[config.mk]
export PLATFORM = sky130hd
export DESIGN_NAME = scanned_adc_deadband_tracker
export DESIGN_NICKNAME = d
export VERILOG_FILES = /design/src/design/sadt_pkg.sv /design/src/design/sadt_store.sv /design/src/design/sadt_buttons.sv /design/src/design/scanned_adc_deadband_tracker.sv
export SDC_FILE = /design/constraint.sdc
export NUM_CORES = 1
export LEC_CHECK = 0
export BUFFER_PORTS_ARGS = -buffer_cell sky130_fd_sc_hd__clkbuf_2
export CAP_MARGIN = 10
export CORE_MARGIN = 10
export CORE_UTILIZATION = 55
export CTS_BUF_LIST = sky130_fd_sc_hd__clkbuf_16
export DETAILED_ROUTE_END_ITERATION = 6
export PLACE_DENSITY_LB_ADDON = 0.05
export SLEW_MARGIN = 5
export SYNTH_ARGS = -nofsm -noshare
export SYNTH_HDL_FRONTEND = slang
export SYNTH_SLANG_ARGS = --single-unit
[constraint.sdc]
create_clock -name clk -period 6.9 [get_ports clk]
set_input_delay 0 -clock clk [delete_from_list [all_inputs] [get_ports clk]]
set_output_delay 0 -clock clk [all_outputs]
set_load 0.01 [all_outputs]
[src/design/sadt_pkg.sv]
// Shared types and codes for the scanned converter deadband tracker.
// No dependencies; used by every module in the design folder.
package sadt_pkg;

    localparam int VALUE_W   = 12;
    localparam int OP_W      = 2;
    localparam int CHAN_W    = 5;
    localparam int BTN_W     = 2;
    localparam int CFG_IDX_W = 4;

    localparam logic [OP_W-1:0] OP_SAMPLE     = 2'd0;
    localparam logic [OP_W-1:0] OP_READ_CLEAR = 2'd1;
    localparam logic [OP_W-1:0] OP_READ       = 2'd2;

    localparam logic [CFG_IDX_W-1:0] REG_DEADBAND     = 4'd0;
    localparam logic [CFG_IDX_W-1:0] REG_BUTTON_LEVEL = 4'd1;

    localparam logic [VALUE_W-1:0] DEADBAND_RESET     = 12'd10;
    localparam logic [VALUE_W-1:0] BUTTON_LEVEL_RESET = 12'd100;

    typedef struct packed {
        logic [OP_W-1:0]    operation;
        logic [VALUE_W-1:0] sample;
        logic [CHAN_W-1:0]  channel;
    } item_t;

    typedef struct packed {
        logic [CHAN_W-1:0]  sampled_channel;
        logic               sample_changed;
        logic [CHAN_W-1:0]  next_channel;
        logic [VALUE_W-1:0] read_value;
        logic               read_changed;
    } store_res_t;

    typedef struct packed {
        logic [BTN_W-1:0] state;
        logic [BTN_W-1:0] pressed;
        logic [BTN_W-1:0] released;
    } button_t;

endpackage

[src/design/sadt_store.sv]
// Per-channel value store, deadband compare, changed flags and scan position.
// Depends on sadt_pkg.
module sadt_store #(
    parameter int MUX_CHANNELS = 16,
    parameter int SAMPLE_BITS  = 12
) (
    input  logic                           clk,
    input  logic                           rst_n,
    input  logic                           fire,
    input  sadt_pkg::item_t                item,
    input  logic [sadt_pkg::VALUE_W-1:0]   deadband,
    output sadt_pkg::store_res_t           res,
    output logic [sadt_pkg::VALUE_W-1:0]   btn0_value,
    output logic [sadt_pkg::VALUE_W-1:0]   btn1_value
);

    localparam int TOTAL = MUX_CHANNELS + 2;
    localparam int POS_W = $clog2(TOTAL);
    localparam int VW    = sadt_pkg::VALUE_W;
    localparam logic [VW-1:0] MASK =
        (SAMPLE_BITS >= VW) ? {VW{1'b1}} : VW'((1 << SAMPLE_BITS) - 1);
    localparam logic [POS_W-1:0] LAST_POS = POS_W'(TOTAL - 1);
    localparam logic [POS_W-1:0] BTN0_POS = POS_W'(MUX_CHANNELS);
    localparam logic [POS_W-1:0] BTN1_POS = POS_W'(MUX_CHANNELS + 1);

    logic [VW-1:0]    values_reg   [TOTAL];
    logic [VW-1:0]    reported_reg [TOTAL];
    logic [TOTAL-1:0] flags_reg;
    logic [POS_W-1:0] pos_reg;
    logic [POS_W-1:0] pos_next;

    logic             is_sample;
    logic             is_clear;
    logic [VW-1:0]    smp;
    logic [VW-1:0]    rep;
    logic [VW-1:0]    diff;
    logic             changed;
    logic             in_range;
    logic [POS_W-1:0] ch_idx;

    always_comb
    begin
        is_sample = (item.operation == sadt_pkg::OP_SAMPLE);
        is_clear  = (item.operation == sadt_pkg::OP_READ_CLEAR);
        smp       = item.sample & MASK;
        rep       = reported_reg[pos_reg];
        diff      = (smp >= rep) ? (smp - rep) : (rep - smp);
        changed   = is_sample && (diff > deadband);
        in_range  = (item.channel < sadt_pkg::CHAN_W'(TOTAL));
        ch_idx    = item.channel[POS_W-1:0];

        pos_next = pos_reg;
        if (is_sample)
        begin
            pos_next = (pos_reg == LAST_POS) ? '0 : pos_reg + 1'b1;
        end

        res.sampled_channel = is_sample ? sadt_pkg::CHAN_W'(pos_reg) : '0;
        res.sample_changed  = changed;
        res.next_channel    = sadt_pkg::CHAN_W'(pos_next);
        res.read_value      = (!is_sample && in_range) ? values_reg[ch_idx] : '0;
        res.read_changed    = (!is_sample && in_range) ? flags_reg[ch_idx] : 1'b0;

        btn0_value = (is_sample && pos_reg == BTN0_POS) ? smp : values_reg[BTN0_POS];
        btn1_value = (is_sample && pos_reg == BTN1_POS) ? smp : values_reg[BTN1_POS];
    end

    always_ff @(posedge clk or negedge rst_n)
    begin
        if (!rst_n)
        begin
            for (int i = 0; i < TOTAL; i++)
            begin
                values_reg[i]   <= '0;
                reported_reg[i] <= '0;
            end
            flags_reg <= '0;
            pos_reg   <= '0;
        end
        else if (fire)
        begin
            pos_reg <= pos_next;
            if (is_sample)
            begin
                values_reg[pos_reg] <= smp;
                if (changed)
                begin
                    reported_reg[pos_reg] <= smp;
                    flags_reg[pos_reg]    <= 1'b1;
                end
            end
            else if (is_clear && in_range)
            begin
                flags_reg[ch_idx] <= 1'b0;
            end
        end
    end

endmodule

[src/design/sadt_buttons.sv]
// Button level compare and press/release edge tracking on the two direct channels.
// Depends on sadt_pkg.
module sadt_buttons (
    input  logic                         clk,
    input  logic                         rst_n,
    input  logic                         fire,
    input  logic                         is_sample,
    input  logic [sadt_pkg::VALUE_W-1:0] btn0_value,
    input  logic [sadt_pkg::VALUE_W-1:0] btn1_value,
    input  logic [sadt_pkg::VALUE_W-1:0] level,
    output sadt_pkg::button_t            buttons
);

    sadt_pkg::button_t buttons_reg;
    logic [sadt_pkg::BTN_W-1:0] state;
    logic [sadt_pkg::BTN_W-1:0] edges;

    always_comb
    begin
        state   = {btn1_value < level, btn0_value < level};
        edges   = state ^ buttons_reg.state;
        buttons = buttons_reg;
        if (is_sample)
        begin
            buttons.state    = state;
            buttons.pressed  = edges & state;
            buttons.released = edges & ~state;
        end
    end

    always_ff @(posedge clk or negedge rst_n)
    begin
        if (!rst_n)
        begin
            buttons_reg <= '0;
        end
        else if (fire)
        begin
            buttons_reg <= buttons;
        end
    end

endmodule

[src/design/scanned_adc_deadband_tracker.sv]
// Scanned converter tracker: channel store with deadband, button edges, result register.
// Depends on sadt_pkg, sadt_store and sadt_buttons.
// Result path: input register, then result register; out_stall can hold an item between.
// Throughput: one item per cycle unless the output stalls; one compare and update each.
// Reset: asynchronous, active low; clears all stored values, flags, scan position,
// button history and restores deadband 10 and button level 100.
module scanned_adc_deadband_tracker #(
    parameter int MUX_CHANNELS = 16,
    parameter int SAMPLE_BITS  = 12
) (
    input  logic                           clk,
    input  logic                           rst_n,
    input  logic                           in_valid,
    output logic                           in_stall,
    input  logic [sadt_pkg::OP_W-1:0]      operation,
    input  logic [sadt_pkg::VALUE_W-1:0]   sample,
    input  logic [sadt_pkg::CHAN_W-1:0]    channel,
    output logic                           out_valid,
    input  logic                           out_stall,
    output logic [sadt_pkg::CHAN_W-1:0]    sampled_channel,
    output logic                           sample_changed,
    output logic [sadt_pkg::CHAN_W-1:0]    next_channel,
    output logic [sadt_pkg::VALUE_W-1:0]   read_value,
    output logic                           read_changed,
    output logic [sadt_pkg::BTN_W-1:0]     buttons_state,
    output logic [sadt_pkg::BTN_W-1:0]     buttons_pressed,
    output logic [sadt_pkg::BTN_W-1:0]     buttons_released,
    input  logic                           cfg_valid,
    output logic                           cfg_ready,
    input  logic [sadt_pkg::CFG_IDX_W-1:0] cfg_index,
    input  logic [sadt_pkg::VALUE_W-1:0]   cfg_data
);

    sadt_pkg::item_t      item_reg;
    logic                 item_valid_reg;
    sadt_pkg::store_res_t res_reg;
    sadt_pkg::button_t    btn_out_reg;
    logic                 out_valid_reg;
    logic [sadt_pkg::VALUE_W-1:0] deadband_reg;
    logic [sadt_pkg::VALUE_W-1:0] level_reg;

    sadt_pkg::store_res_t res;
    sadt_pkg::button_t    buttons;
    logic [sadt_pkg::VALUE_W-1:0] btn0_value;
    logic [sadt_pkg::VALUE_W-1:0] btn1_value;
    logic advance;
    logic accept;
    logic fire;

    assign advance   = !out_valid_reg || !out_stall;
    assign in_stall  = item_valid_reg && !advance;
    assign accept    = in_valid && !in_stall;
    assign fire      = item_valid_reg && advance;
    assign cfg_ready = 1'b1;

    sadt_store #(
        .MUX_CHANNELS (MUX_CHANNELS),
        .SAMPLE_BITS  (SAMPLE_BITS)
    ) u_store (
        .clk        (clk),
        .rst_n      (rst_n),
        .fire       (fire),
        .item       (item_reg),
        .deadband   (deadband_reg),
        .res        (res),
        .btn0_value (btn0_value),
        .btn1_value (btn1_value)
    );

    sadt_buttons u_buttons (
        .clk        (clk),
        .rst_n      (rst_n),
        .fire       (fire),
        .is_sample  (item_reg.operation == sadt_pkg::OP_SAMPLE),
        .btn0_value (btn0_value),
        .btn1_value (btn1_value),
        .level      (level_reg),
        .buttons    (buttons)
    );

    always_ff @(posedge clk or negedge rst_n)
    begin
        if (!rst_n)
        begin
            item_valid_reg <= 1'b0;
            out_valid_reg  <= 1'b0;
            deadband_reg   <= sadt_pkg::DEADBAND_RESET;
            level_reg      <= sadt_pkg::BUTTON_LEVEL_RESET;
        end
        else
        begin
            if (accept)
            begin
                item_valid_reg <= 1'b1;
            end
            else if (fire)
            begin
                item_valid_reg <= 1'b0;
            end

            if (fire)
            begin
                out_valid_reg <= 1'b1;
            end
            else if (!out_stall)
            begin
                out_valid_reg <= 1'b0;
            end

            if (cfg_valid && cfg_ready)
            begin
                if (cfg_index == sadt_pkg::REG_DEADBAND)
                begin
                    deadband_reg <= cfg_data;
                end
                else if (cfg_index == sadt_pkg::REG_BUTTON_LEVEL)
                begin
                    level_reg <= cfg_data;
                end
            end
        end
    end

    always_ff @(posedge clk)
    begin
        if (accept)
        begin
            item_reg.operation <= operation;
            item_reg.sample    <= sample;
            item_reg.channel   <= channel;
        end
        if (fire)
        begin
            res_reg     <= res;
            btn_out_reg <= buttons;
        end
    end

    assign out_valid        = out_valid_reg;
    assign sampled_channel  = res_reg.sampled_channel;
    assign sample_changed   = res_reg.sample_changed;
    assign next_channel     = res_reg.next_channel;
    assign read_value       = res_reg.read_value;
    assign read_changed     = res_reg.read_changed;
    assign buttons_state    = btn_out_reg.state;
    assign buttons_pressed  = btn_out_reg.pressed;
    assign buttons_released = btn_out_reg.released;

endmodule

Word-level counts from Yosys, hierarchy flattened

Cells that the tools add are included.

Word-level logic and storage cells: 142
Flip-flop bits (word level): 536
Input bits: 40
Output and inout port bits: 33

Reductions and logical operators: 26
Magnitude comparators: 12
$add $sub $neg: 3
Multiplexer cells: 29
Equal/unequal tests: 6
Bitwise logic cells: 10

Operators with widths:

| operator             | count |
|---|---|
| $bwmux W216          | 2 |
| $bmux W12 S5         | 2 |
| $mux W12             | 8 |
| $demux W12 S5        | 1 |
| $mux W18             | 3 |
| $lt A12 B12 Y1       | 2 |
| $sub A12 B12 Y12     | 2 |
| $and A18 B18 Y18     | 1 |
| $not A18 Y18         | 1 |
| $or A18 B18 Y18      | 1 |
| $ge A12 B12 Y1       | 1 |
| $ge A6 B6 Y1 const B | 2 |
| $gt A12 B12 Y1       | 1 |
| $lt A5 B6 Y1 const B | 2 |
| $not A5 Y6           | 2 |
| $logic_and A1 B1 Y1  | 11 |
| $demux W1 S5         | 2 |
| $eq A5 B5 Y1 const B | 2 |
| $ge A5 B1 Y1 const B | 2 |
| $mux W5              | 2 |
| $reduce_and A3 Y1    | 3 |
| $mux W1              | 7 |
| $lt A6 B1 Y1 const B | 1 |
| $mux W6              | 1 |
| other kinds (17)     | 24 |

Depth between registers and ports, before layout

Gate-level depths: netlist of the first run.

Word-level depth: 10
Depth in mapped cells: 26
Mapped depth without buffers: 22

Modules after synthesis

A second synthesis of the first run with hierarchy kept.

Cells, all modules: 2116
Area total of the unflattened synthesis: 25922.4 µm²

By module, submodules not included:

| module                       | sequential area each (µm²) | times used | cells each | area each (µm²) |
|---|---|---|---|---|
| sadt_store                   | 11385.9                    | 1          | 1898       | 22437.8 |
| scanned_adc_deadband_tracker | 2128.3                     | 1          | 113        | 2596.2 |
| sadt_buttons                 | 150.1                      | 1          | 105        | 888.4 |

Worst setup path before layout of the first run

OpenSTA, ideal clock, no wires.

Kind: flip-flop to flip-flop
From: register u_store.pos_reg[0]
To: register u_store.reported_reg[27] in the netlist's numbering
Library setup time: 0.128 ns
Data required time: 6.772 ns
Arrival time: 5.842 ns
Period minus slack after synthesis: 5.970 ns
Cell stages (with the launch flop): 24
Setup slack: 0.930 ns
Buffers on the path: 5
Path through: dfrtp_1 -> buf_2 -> buf_2 -> buf_2 -> mux4_2 -> nand2_1 -> o221a_2 -> inv_1 -> ha_1 -> clkbuf_1 -> a211o_1 -> a21oi_1 -> o211ai_1 -> a21oi_2 -> mux2i_1 -> xnor2_1 -> ha_1 -> and4_1 -> nand2_1 -> a21o_1 -> a211o_1 -> a2111oi_4 -> buf_6 -> mux2_1

Longest elaborated chain between the ends: 9
Elaborated cells on any way between the ends: 17
Classes of those cells: add/sub (2); order compare (4); mux (7); bitwise (1); reduce/logical (3)

RTL lines:

| element                                            | line                               | RTL |
|---|---|---|
| start, declared                                    | sadt_store.sv:29                   | `logic [POS_W-1:0] pos_reg;` |
| start signal, assigned                             | sadt_store.sv:82                   | `pos_reg <= pos_next;` |
| $not A5 Y6 (not written as such) (*)               | sadt_store.sv:46, sadt_store.sv:88 |  |
| $bmux W12 S5                                       | sadt_store.sv:46                   | `rep = reported_reg[pos_reg];` |
| $mux W12 (not written as such) (2 in a row)        | sadt_store.sv:46                   |  |
| $sub A12 B12 Y12 or $ge A12 B12 Y1 (tied branches) | sadt_store.sv:47                   | `diff = (smp >= rep) ? (smp - rep) : (rep - smp);` |
| $mux W12                                           | sadt_store.sv:47                   |  |
| $gt A12 B12 Y1                                     | sadt_store.sv:48                   | `changed = is_sample && (diff > deadband);` |
| $logic_and A1 B1 Y1                                | sadt_store.sv:48                   |  |
| $reduce_and A3 Y1 (no line)                        | -                                  |  |
| end signal, assigned by index                      | sadt_store.sv:88                   | `reported_reg[pos_reg] <= smp;` |
| end, declared                                      | sadt_store.sv:27                   | `logic [VW-1:0] reported_reg [TOTAL];` |

Every way passes the cells marked *; elsewhere a longest branch is shown, timed or not. The select of a mux whose other input is x is not followed.
A chain may end at the register's enable or synchronous reset.

Worst setup path in the final report of the first run

From: register u_store.pos_reg[0]
To: register u_store.reported_reg[34] in the netlist's numbering

Same word-level chain as after synthesis.

==> metrics.md, run 1 <==
| Metric | Value |
|---|---|
| Comb pwr share | `30.5%` |
| GPL Wtd Cong | `0.874` |
| Maximum VDD drop | `220 µV` |
| RSZ-0062 raised after global routing | `false` |
| Crit. End Element | `flop` |
| Clk_lat worst skew | `0.62 ns` |
| WP buf/inv | `3` |
| Crit path cell chain | `buf_12 -> mux4_2 -> a21oi_1 -> o221a_2 -> inv_1 -> ha_1 -> a211oi_1 -> o2111ai_1 -> and3_1 -> a2111oi_0 -> a211oi_1 -> ha_1 -> and4_1 -> nand2_1 -> a21o_1 -> a211o_1 -> a2111oi_4 -> buf_4 -> mux2_1` |
| Sequential area share after synthesis | `53.1%` |
| Grt ovf | `0` |
| CP Data Arrival Time | `approximately 7 ns` |
| Sw Pwr | `3.20 mW` |
| Number of global-route vias before repair | `17500` |
| Longest Clk Path Bufs | `3` |
| Drt wl/cell | `23.7 µm` |
| Initial antenna violation count | `0` |
| GRT Util Overall | `23.8%` |
| Crit-path leading delay family | `compound AO/OA/AOI/OAI gates` |
| Post-synth EDFFs | `49` |
| Synth cell types | `72` |
| Internal Power | `6.64 mW` |
| First DRT Iteration DRCs | `1466` |
| Leak | `13.5 nW` |
| N_diodes | `0` |
| Layout fillers | `3642` |
| Maxcap violations | `0` |
| TritonCTS clock tree | `yes` |
| Yosys top cell by area | `dfrtp_1` |
| Setup crit start kind | `flop` |
| Worst-margin pin slew | `roughly 1.1 ns` |
| Wirelength, routed | `66.8 mm` |
| H-tree depth reported by CTS | `2` |
| Rows | `79` |
| First-pass iteration count of the detailed router | `7` |
| Die ar. | `0.0558 mm²` |
| YS warnings | `0` |
| Top Ports | `73` |
| Clock share of power | `29.1%` |
| Detail Route Antenna Nets | `0` |
| Switch share | `32.5%` |
| Violated checks | `DRC` |
| Final hold slack | `0.0387 ns` |
| Final Critical Period | `approximately 6.5 ns` |
| Mapped Avg Cell Area | `12.3 µm²` |
| First-pass GRT wire length | `roughly 100 mm` |
| Max Clk Rate | `0.154 GHz` |
| Critical Path RT | `7.39 ns` |
| Clock-pin transition on the worst setup and hold timing paths | `0.06 ns` |
| DRC violations left | `16` |
| Critical Path Fanout Max | `28` |
| Chip Width | `around 240 µm` |
| Port buffer count | `71` |
| Drt via density | `around 6.0` |
| Clock Skew | `0.0180 ns` |
| Reg power frac | `around two fifths` |
| Mapped Cells | `2084` |
| Core area | `0.0464 mm²` |
| Share of post-route cells with drive strength above 1 | `29.5%` |
| Fin. max-slew vios | `0` |
| Synthesized area | `~0.026 mm²` |
| Largest net degree at the start of global routing | `136` |
| Top cells by area, synth | `dfrtp_1, mux2_2, mux4_2` |
| Synth top area share | `46.9%` |
| Number of clock sinks | `536` |
| Crit. path cell count | `19` |
| Setup CP Type | `reg2reg` |
| Syn nets | `roughly 2200` |
| PD cells | `between 300 and 400 mW/mm²` |
| Initial core utilization | `between 50% and 60%` |
| Slew margin rel. | `28.5%` |
| Die Y | `236 µm` |
| Hold Fails Final Rpt | `0` |
| CP peak stage delay | `0.67 ns` |
| FF-to-FF path depth | `19` |
| Synth Register Bits | `536` |
| CTS Buf Count | `56` |
| Final setup fails | `0` |
| Multi-input gate area | `0.0111 mm²` |
| Post-DP HPWL | `43.7 mm` |
| Area grow syn2layout | `12.6%` |
| Via Count | `~17000` |
| HP Class | `in2async` |
| Ys flop type | `dfrtp_1` |
| CP max-delay cell | `dfrtp_4` |
| Status | `finished with violations` |
| Register area | `around 0.014 mm²` |
| Period utilization | `94.1%` |
| # nets final | `2267` |
| Post-Route Setup TNS | `0 ns` |
| Async SR Flop Fraction | `90.9%` |
| Root Buffer | `clkbuf_16` |
## layout make-up
cell class / count / share of cell area [%]
Sequential cell: 536 / 47.2
Multi-Input combinational cell: 1320 / 38.5
Clock buffer: 57 / 4.92
Timing Repair Buffer: 188 / 4.92
Tap cell: 607 / 2.62
Clock inverter: 48 / 1.03
Inverter: 62 / 0.804
## per-stage QoR
| stage | area, µm² | util, % | cells | worst slack (ns) | power [mW] |
|---|---|---|---|---|---|
| floorplan | 25700 | - | 2084 | 0.930 | 6.05 |
| global placement | 26700 | 57.7 | 2664 | 0.213 | 6.89 |
| detailed placement | 26700 | 57.7 | 2664 | 0.144 | 6.97 |
| CTS | 28900 | 62.4 | 2817 | 0.117 | 9.88 |
| global route | 29000 | 62.5 | 2818 | 0.0908 | 10.4 |
| finish | 29000 | 62.5 | 2818 | 0.405 | 9.85 |
## cells by family (layout without fill, tap and decap cells)
family	after synthesis	after routing	share of synthesized area [%]
AOI/OAI and AO/OA	384	384	9.20
other	1	1	0.0146
DFF	536	536	53.1
and+or+nand+nor	425	425	7.25
adders and majority gates	63	63	3.12
muxes	437	437	23.4
xor gates and xnor gates	10	10	0.341
buffers and inverters	228	355	3.57
## what timing repair did
action	in CTS	in global routing
setup endpoints to repair	0	168
hold buffers	48	0
resized for setup	0	2
endpoints found under the hold margin	160	0
setup buffers	0	1
## routing by layer
| layer | GRT usage, % | wire [µm] | vias to the layer above |
|---|---|---|---|
| met3 | 4.70 | 3350 | 110 |
| met5 | 0 | 0 | - |
| met2 | 38.6 | 31600 | 370 |
| li1 | - | - | 7723 |
| met1 | 32.1 | 30000 | 8666 |
| met4 | 6.89 | 1770 | 0 |
## power by group through the flow
stage / Sequential, mW / Clock, mW / Combinational (mW)
finish: 3.98 / 2.86 / 3.00
global route: 4.04 / 3.06 / 3.30
CTS: 3.99 / 2.92 / 2.97
detailed placement: 4.05 / 0 / 2.93
global placement: 4.02 / 0 / 2.87
floorplan: 3.92 / 0 / 2.12
## placed cells by master (no fill, tap or decap), types with 31 or more instances in the layout
cell,count
inv_1,80
clkbuf_16,57
o21ai_0,220
nor2_1,50
dfrtp_1,480
clkbuf_2,70
mux2i_1,31
a21oi_1,41
mux4_2,100
edfxtp_1,49
dlygate4sd3_1,48
mux2_2,297
buf_4,64
ha_1,61
nand2_1,269
## final timing paths
check | startpoint | to | slack, ns
worst min-delay path | rst_n | u_store.values_reg[25] | 0.04
worst max-delay path | u_store.pos_reg[0] | u_store.reported_reg[34] | 0.40
worst min register to register | u_store.values_reg[155] | u_store.values_reg[155] | 0.47
min in group clk | sample[5] | item_reg[10] | 0.09
max in group asynchronous | rst_n | u_store.reported_reg[138] | 5.25
worst max register to register | u_store.pos_reg[0] | u_store.reported_reg[34] | 0.40
## synthesized netlist by cell type (4+ instances only)
master	count
nand2_1	270
and2_1	8
nand4_1	20
dfstp_2	5
o21ai_0	220
a21o_1	13
a31o_2	4
a22oi_1	16
o221a_2	11
buf_1	10
a211oi_1	5
a21oi_1	41
xor2_1	4
nor2_1	50
mux4_2	100
a222oi_1	13
o211ai_1	6
nand2b_1	8
o21a_1	18
o2111ai_1	4
ha_1	61
clkbuf_1	114
and3_1	7
a211o_1	4
dfrtp_1	482
buf_2	40
mux2_1	9
mux2i_1	31
inv_1	62
mux2_2	297
edfxtp_1	49
nand3_1	17
o31ai_1	7
xnor2_1	6
nor3_1	17
Power figures use the tool's default switching activity.
==> run 2: changes to the inputs <==
--- a/config.mk
+++ b/config.mk
@@ -5,6 +5,7 @@
 export SDC_FILE = /design/constraint.sdc
 export NUM_CORES = 1
 export LEC_CHECK = 0
+export ABC_AREA = 1
 export BUFFER_PORTS_ARGS = -buffer_cell sky130_fd_sc_hd__clkbuf_2
 export CAP_MARGIN = 10
 export CORE_MARGIN = 10
==> run 2 against run 1 <==
Net effect: the flow now finishes without violations; global-route usage grew 3.4 points; final area shrank 1.7%; non-clock buffer count shrank 36; synthesized area grew 0.56%; sequential cell count is the same; wire length grew 15%; via count grew 27%; critical endpoint is now u_store.reported_reg[26]; clock power grew 2%; worst setup slack gained 0.34 ns; hold slack lost 0.0049 ns.
==> metrics.md, run 2 <==
| Metric | Value |
|---|---|
| Initial core utilization | `between 50% and 60%` |
| GRT Util Overall | `27.2%` |
| Mapped Avg Cell Area | `around 8.7 µm²` |
| Max Clk Rate | `0.163 GHz` |
| Setup crit start kind | `flop` |
| Sw Pwr | `4.49 mW` |
| Crit. End Element | `flop` |
| Finished Core Util | `between 60% and 70%` |
| Number of global-route vias before repair | `20700` |
| Wirelength, routed | `77.0 mm` |
| Syn nets | `3083` |
| Core area | `0.0466 mm²` |
| CP peak stage delay | `0.63 ns` |
| Leak | `12.7 nW` |
| Crit path top cell by count | `nand2_1` |
| Reg power frac | `36.6%` |
| Crit path launch | `u_store.pos_reg[0]` |
| Hold Fails Final Rpt | `0` |
| Post-Route Setup TNS | `0 ns` |
| Top Ports | `73` |
| Inst Count DP | `3489` |
| Largest net degree at the start of global routing | `104` |
| Grt ovf | `0` |
| Yosys top cell by area | `dfrtp_1` |
| Drt via density | `5.92` |
| Comb pwr share | `37.6%` |
| Die ar. | `~0.056 mm²` |
| First-pass iteration count of the detailed router | `6` |
| HP Class | `in2async` |
| Slew margin rel. | `between 30% and 40%` |
| Port buffer count | `71` |
| H-tree depth reported by CTS | `2` |
| Setup CP Type | `reg2reg` |
| Post-DP HPWL | `48.7 mm` |
| Critical Path RT | `between 7 and 8 ns` |
| RSZ-0062 raised after global routing | `false` |
| Rows | `79` |
| Root Buffer | `clkbuf_16` |
| Most common library cells after synthesis | `nand2_1, o21ai_0, dfrtp_1, nand3_1, clkbuf_1` |
| CTS Buf Count | `57` |
| Final Non-Filler Cells | `3630` |
| Period utilization | `about 89%` |
| Status | `complete, no violations` |
| Reg2reg start | `u_store.pos_reg[0]` |
| Worst-margin pin slew | `0.998 ns` |
| Critical Path Fanout Max | `90` |
| Final Critical Period | `6.15 ns` |
| Sequential area share after synthesis | `a little over half` |
| First DRT Iteration DRCs | `2213` |
| Post-synth EDFFs | `49` |
| Via Count | `21500` |
| Share of post-route cells with drive strength above 1 | `between 10 and 15%` |
| Final setup fails | `0` |
| Clock-pin transition on the worst setup and hold timing paths | `0.06 ns` |
| Clock share of power | `between 20% and 30%` |
| Initial antenna violation count | `1` |
| Maxcap violations | `0` |
| Die Y | `237 µm` |
| Post-CTS Setup Bufs | `0` |
| Synth cell types | `42` |
| Commonest non-fill, non-tap cells in the layout | `nand2_1, o21ai_0, dfrtp_1` |
| Synthesized area | `about 0.026 mm²` |
| Final instance area | `0.0285 mm²` |
| Internal Power | `6.88 mW` |
| Clock Skew | `~0.036 ns` |
| PD cells | `about 400 mW/mm²` |
| Longest Clk Path Bufs | `3` |
| First-pass GRT wire length | `121 mm` |
| Top cells by area, synth | `dfrtp_1, nand2_1, o21ai_0` |
| Layout fillers | `roughly 4100` |
| N_diodes | `0` |
| Synth Register Bits | `between 500 and 600` |
| FF-to-FF path depth | `31` |
| CP max-delay cell | `dfrtp_4` |
| GPL Wtd Cong | `0.916` |
| Clk_lat worst skew | `between 0.6 and 0.7 ns` |
| Dominant cell by count in the synthesized netlist | `nand2_1` |
| Drt wl/cell | `21.2 µm` |
| DRC violations left | `0` |
| Mapped Cells | `2980` |
| # nets final | `3080` |
| Number of clock sinks | `536` |
| Fin. max-slew vios | `0` |
| Area post-placement | `0.0263 mm²` |
| Ys flop type | `dfrtp_1` |
| TritonCTS clock tree | `yes` |
| Switch share | `39.5%` |
| Maximum VDD drop | `about 330 µV` |
| CP Data Arrival Time | `6.66 ns` |
| Area grow syn2layout | `10.1%` |
| Synth top area share | `46.6%` |
| Detail Route Antenna Nets | `0` |
| YS warnings | `0` |
| Chip Width | `roughly 240 µm` |
| Async SR Flop Fraction | `90.9%` |
| Commonest non-fill, non-tap cell in the layout | `nand2_1` |
| Final hold slack | `0.0339 ns` |
[run 2: final cells by class]
cell class              instances  area, µm²  share of cell area (%)
repair buffers                152       1080                    3.78
flip-flops and latches        536      13700                    48.0
multi-input cells            2073      10600                    37.3
clock inverters                48        334                    1.17
clock buffers                  57       1430                    5.01
well taps                     607        759                    2.67
inverters                     157        591                    2.07
[run 2: timing repair]
item / 4_1_cts / 5_1_grt
hold buffers: 36 / 0
setup endpoints to repair: 0 / 10
resized for setup: 0 / 1
hold endpoints to repair: 142 / 0
[run 2: routing by layer]
metal / share of wire, % / vias up / global-route usage, %
met5: 0 / - / 0
met1: 43 / 10500 / 37.7
met4: 3.5 / 0 / 10.3
met2: 47 / 793 / 42.6
li1: - / 10100 / -
met3: 6.7 / 139 / 3.77
[run 2: path summary, 6_finish.rpt]
path                                        endpoint  slack, ns
hold reg to reg             u_store.reported_reg[89]       0.48
min in group clk                        item_reg[14]       0.08
max in group asynchronous    u_store.values_reg[213]       4.90
setup reg to reg            u_store.reported_reg[26]       0.75
setup / recovery            u_store.reported_reg[26]       0.75
hold / removal             u_store.reported_reg[169]       0.03
[run 2: cells by family (layout without fill, tap and decap cells)]
kind of cell	Yosys count	in the layout	synth area share, %
xor+xnor	18	18	0.610
buf+inv	371	414	6.20
simple gates	1088	1088	17.7
fa+ha+maj	63	63	3.11
flops	536	536	52.8
other cells	1	1	0.0145
compound gates	903	903	19.5
[run 2: stage by stage]
| stage | total power [mW] | setup slack (ns) |
|---|---|---|
| 2_1_floorplan | 7.21 | 2.13 |
| 3_3_place_gp | 8.33 | 0.874 |
| 3_5_place_dp | 8.38 | 0.641 |
| 4_1_cts | 11.4 | 0.638 |
| 5_1_grt | 12.1 | 0.0659 |
| 6_report | 11.4 | 0.749 |
[run 2: power by group through the flow]
stage	registers [mW]	clock network [mW]	logic, mW
5_1_grt	4.22	3.10	4.82
2_1_floorplan	4.09	0	3.13
3_5_place_dp	4.19	0	4.19
3_3_place_gp	4.17	0	4.15
6_report	4.16	2.93	4.28
4_1_cts	4.14	2.97	4.23
[run 2: critical path: cells and delay by family (launching register included)]
kind / cells / cell delay [ns]
compound gates: 5 / 1.40
xor+xnor: 1 / 0.20
fa+ha+maj: 3 / 0.97
buf+inv: 6 / 0.92
flops: 1 / 0.63
simple gates: 16 / 1.88
==> run 3: changes to the inputs <==
--- a/config.mk
+++ b/config.mk
@@ -11,9 +11,11 @@
 export CORE_MARGIN = 10
 export CORE_UTILIZATION = 55
 export CTS_BUF_LIST = sky130_fd_sc_hd__clkbuf_16
+export CTS_CLUSTER_DIAMETER = 30
 export DETAILED_ROUTE_END_ITERATION = 6
 export PLACE_DENSITY_LB_ADDON = 0.05
-export SLEW_MARGIN = 5
+export RECOVER_POWER = 100
+export SLEW_MARGIN = 10
 export SYNTH_ARGS = -nofsm -noshare
 export SYNTH_HDL_FRONTEND = slang
 export SYNTH_SLANG_ARGS = --single-unit
==> run 3 against run 2 <==
Net effect: critical endpoint is now u_store.reported_reg[141]; sequential power hardly changed; the flow now finishes with violations (DRC, capacitance limit, slew limit); utilization is 4.7 points higher; wire length is 2.7% higher; fmax is 1.4% lower; non-clock buffer count stayed put; sequential share of layout area is 3.4 points lower; final area is 7.6% higher; die area stayed put; highest routed layer unchanged; largest power group is now the clock network; clock-buffer cell count is 65 higher.
==> metrics.md, run 3 (synthesized netlist as in run 2, its figures left out) <==
| Metric | Value |
|---|---|
| Number of clock sinks | `536` |
| GRT Util Overall | `approximately 28%` |
| Drt via density | `between 5 and 6` |
| Critical Path Fanout Max | `90` |
| Final Critical Period | `6.24 ns` |
| PD cells | `468 mW/mm²` |
| TritonCTS clock tree | `yes` |
| Fin. max-slew vios | `219` |
| First-pass iteration count of the detailed router | `7` |
| Port buffer count | `71` |
| Final hold slack | `0.0729 ns` |
| H-tree depth reported by CTS | `3` |
| Setup CP Type | `reg2reg` |
| Chip Width | `roughly 240 µm` |
| Rows | `just under 80` |
| Post-Route Setup TNS | `0 ns` |
| Crit-path leading delay family | `simple AND/OR/NAND/NOR gates` |
| Die ar. | `about 0.056 mm²` |
| Period utilization | `90.4%` |
| Max Clk Rate | `0.160 GHz` |
| Clk_lat worst skew | `0.67 ns` |
| HP Class | `in2reg` |
| Hold Fails Final Rpt | `0` |
| N_diodes | `0` |
| Top Ports | `73` |
| Detail Route Antenna Nets | `0` |
| # nets final | `3141` |
| Clock-pin transition on the worst setup and hold timing paths | `0.05 ns` |
| Crit. End Element | `flop` |
| Share of post-route cells with drive strength above 1 | `10.0%` |
| Initial antenna violation count | `1` |
| First-pass GRT wire length | `124 mm` |
| Slew margin rel. | `-287%` |
| Clock Skew | `0.0333 ns` |
| Status | `finished with violations` |
| Initial core utilization | `55.5%` |
| DRC violations left | `9` |
| Drt wl/cell | `21.1 µm` |
| Violated checks | `DRC, capacitance limit, slew limit` |
| Grt ovf | `0` |
| Largest net degree at the start of global routing | `104` |
| Number of global-route vias before repair | `21600` |
| CP Data Arrival Time | `between 6 and 7 ns` |
| Leak | `13.7 nW` |
| Critical Path RT | `7.43 ns` |
| Post-DP HPWL | `48.7 mm` |
| CTS Buf Count | `between 100 and 150` |
| Setup crit start kind | `flop` |
| Die Y | `237 µm` |
| Root Buffer | `clkbuf_16` |
| Maxcap violations | `4` |
| CP peak stage delay | `0.63 ns` |
| Wirelength, routed | `79.0 mm` |
| Commonest non-fill, non-tap cell in the layout | `nand2_1` |
| RSZ-0062 raised after global routing | `false` |
| WP buf/inv | `6` |
| Crit path top cell by count | `nand2_1` |
| Area grow syn2layout | `18.5%` |
| Worst-margin pin slew | `5.81 ns` |
| Via Count | `around 22000` |
| Maximum VDD drop | `369 µV` |
| Commonest non-fill, non-tap cells in the layout | `nand2_1, o21ai_0, dfrtp_1` |
| CP max-delay cell | `dfrtp_4` |
| Final setup fails | `0` |
| GPL Wtd Cong | `0.916` |
| First DRT Iteration DRCs | `2273` |
| Longest Clk Path Bufs | `3` |
| Core area | `0.0466 mm²` |
==> run 3: cell types whose count changed in the layout (fill, tap and decap cells not counted), moves of 32 or more <==
cell | before | now
o21ai_0 | 498 | 631
o21ai_1 | 95 | 17
clkbuf_16 | 57 | 122
o21ai_2 | 60 | 5
clkbuf_1 | 0 | 41
clkbuf_2 | 70 | 38
==> run 3: what timing repair did <==
| item | in CTS | in global routing |
|---|---|---|
| hold buffers | 36 | 0 |
| gates resized for setup | 0 | 1 |
| setup buffers | 0 | 0 |
| endpoints found under the hold margin | 143 | 0 |
| setup endpoints to repair | 0 | 10 |
==> run 3: path summary, 6_finish.rpt <==
check	startpoint	end	slack, ns	cells past startpoint
worst max-delay path	u_store.pos_reg[0]	u_store.reported_reg[141]	0.66	31
worst min-delay path	sample[11]	item_reg[16]	0.07	2
worst max register to register	u_store.pos_reg[0]	u_store.reported_reg[141]	0.66	31
worst min register to register	u_store.reported_reg[149]	u_store.reported_reg[149]	0.47	2
max in group asynchronous	rst_n	u_store.values_reg[10]	1.03	4
min in group asynchronous	rst_n	u_store.reported_reg[19]	2.07	2
==> run 3: area by class of cell <==
class                      instances  area, µm²
fill                            3902      15900
sequential                       536      13700
multi-input combinational       2073      10400
clock buffer                     122       3050
clock inverter                   102       1200
timing repair buffer             152        995
tap                              607        759
inverter                         157        591
==> run 3: where the power goes <==
group          switching (mW)  internal (mW)
registers               0.371           3.80
clock network            1.79           4.14
logic                    2.82           1.41
==> run 3: routing by layer <==
| layer | up-vias | routed length (µm) | global-route usage [%] | share of wire [%] |
|---|---|---|---|---|
| li1 | 10300 | - | - | - |
| met1 | 10700 | 33600 | 37.8 | 42 |
| met2 | 898 | 37200 | 44.0 | 47 |
| met3 | 167 | 5450 | 4.82 | 6.9 |
| met4 | 0 | 2780 | 10.5 | 3.5 |
| met5 | - | 0 | 0 | 0 |
==> run 3: through the flow <==
stage	cells	cell area [µm²]	total power, mW	setup WS, ns	util, %
global placement	3489	26300	8.33	0.874	56.6
finish	3749	30600	14.3	0.661	65.8
CTS	3749	31000	14.4	0.624	66.5
global route	3749	30600	15.1	0.0285	65.8
floorplan	2980	25900	7.21	2.13	-
detailed placement	3489	26300	8.38	0.641	56.6
==> run 3: worst register-to-register path, delay by kind of cell, from the launching register on <==
family	cells	cell delay, ns
buffers and inverters	6	1.10
flip-flops	1	0.63
AND/OR/NAND/NOR	16	1.91
adder cells (fa/ha/maj)	2	0.62
AO/OA/AOI/OAI	7	1.86
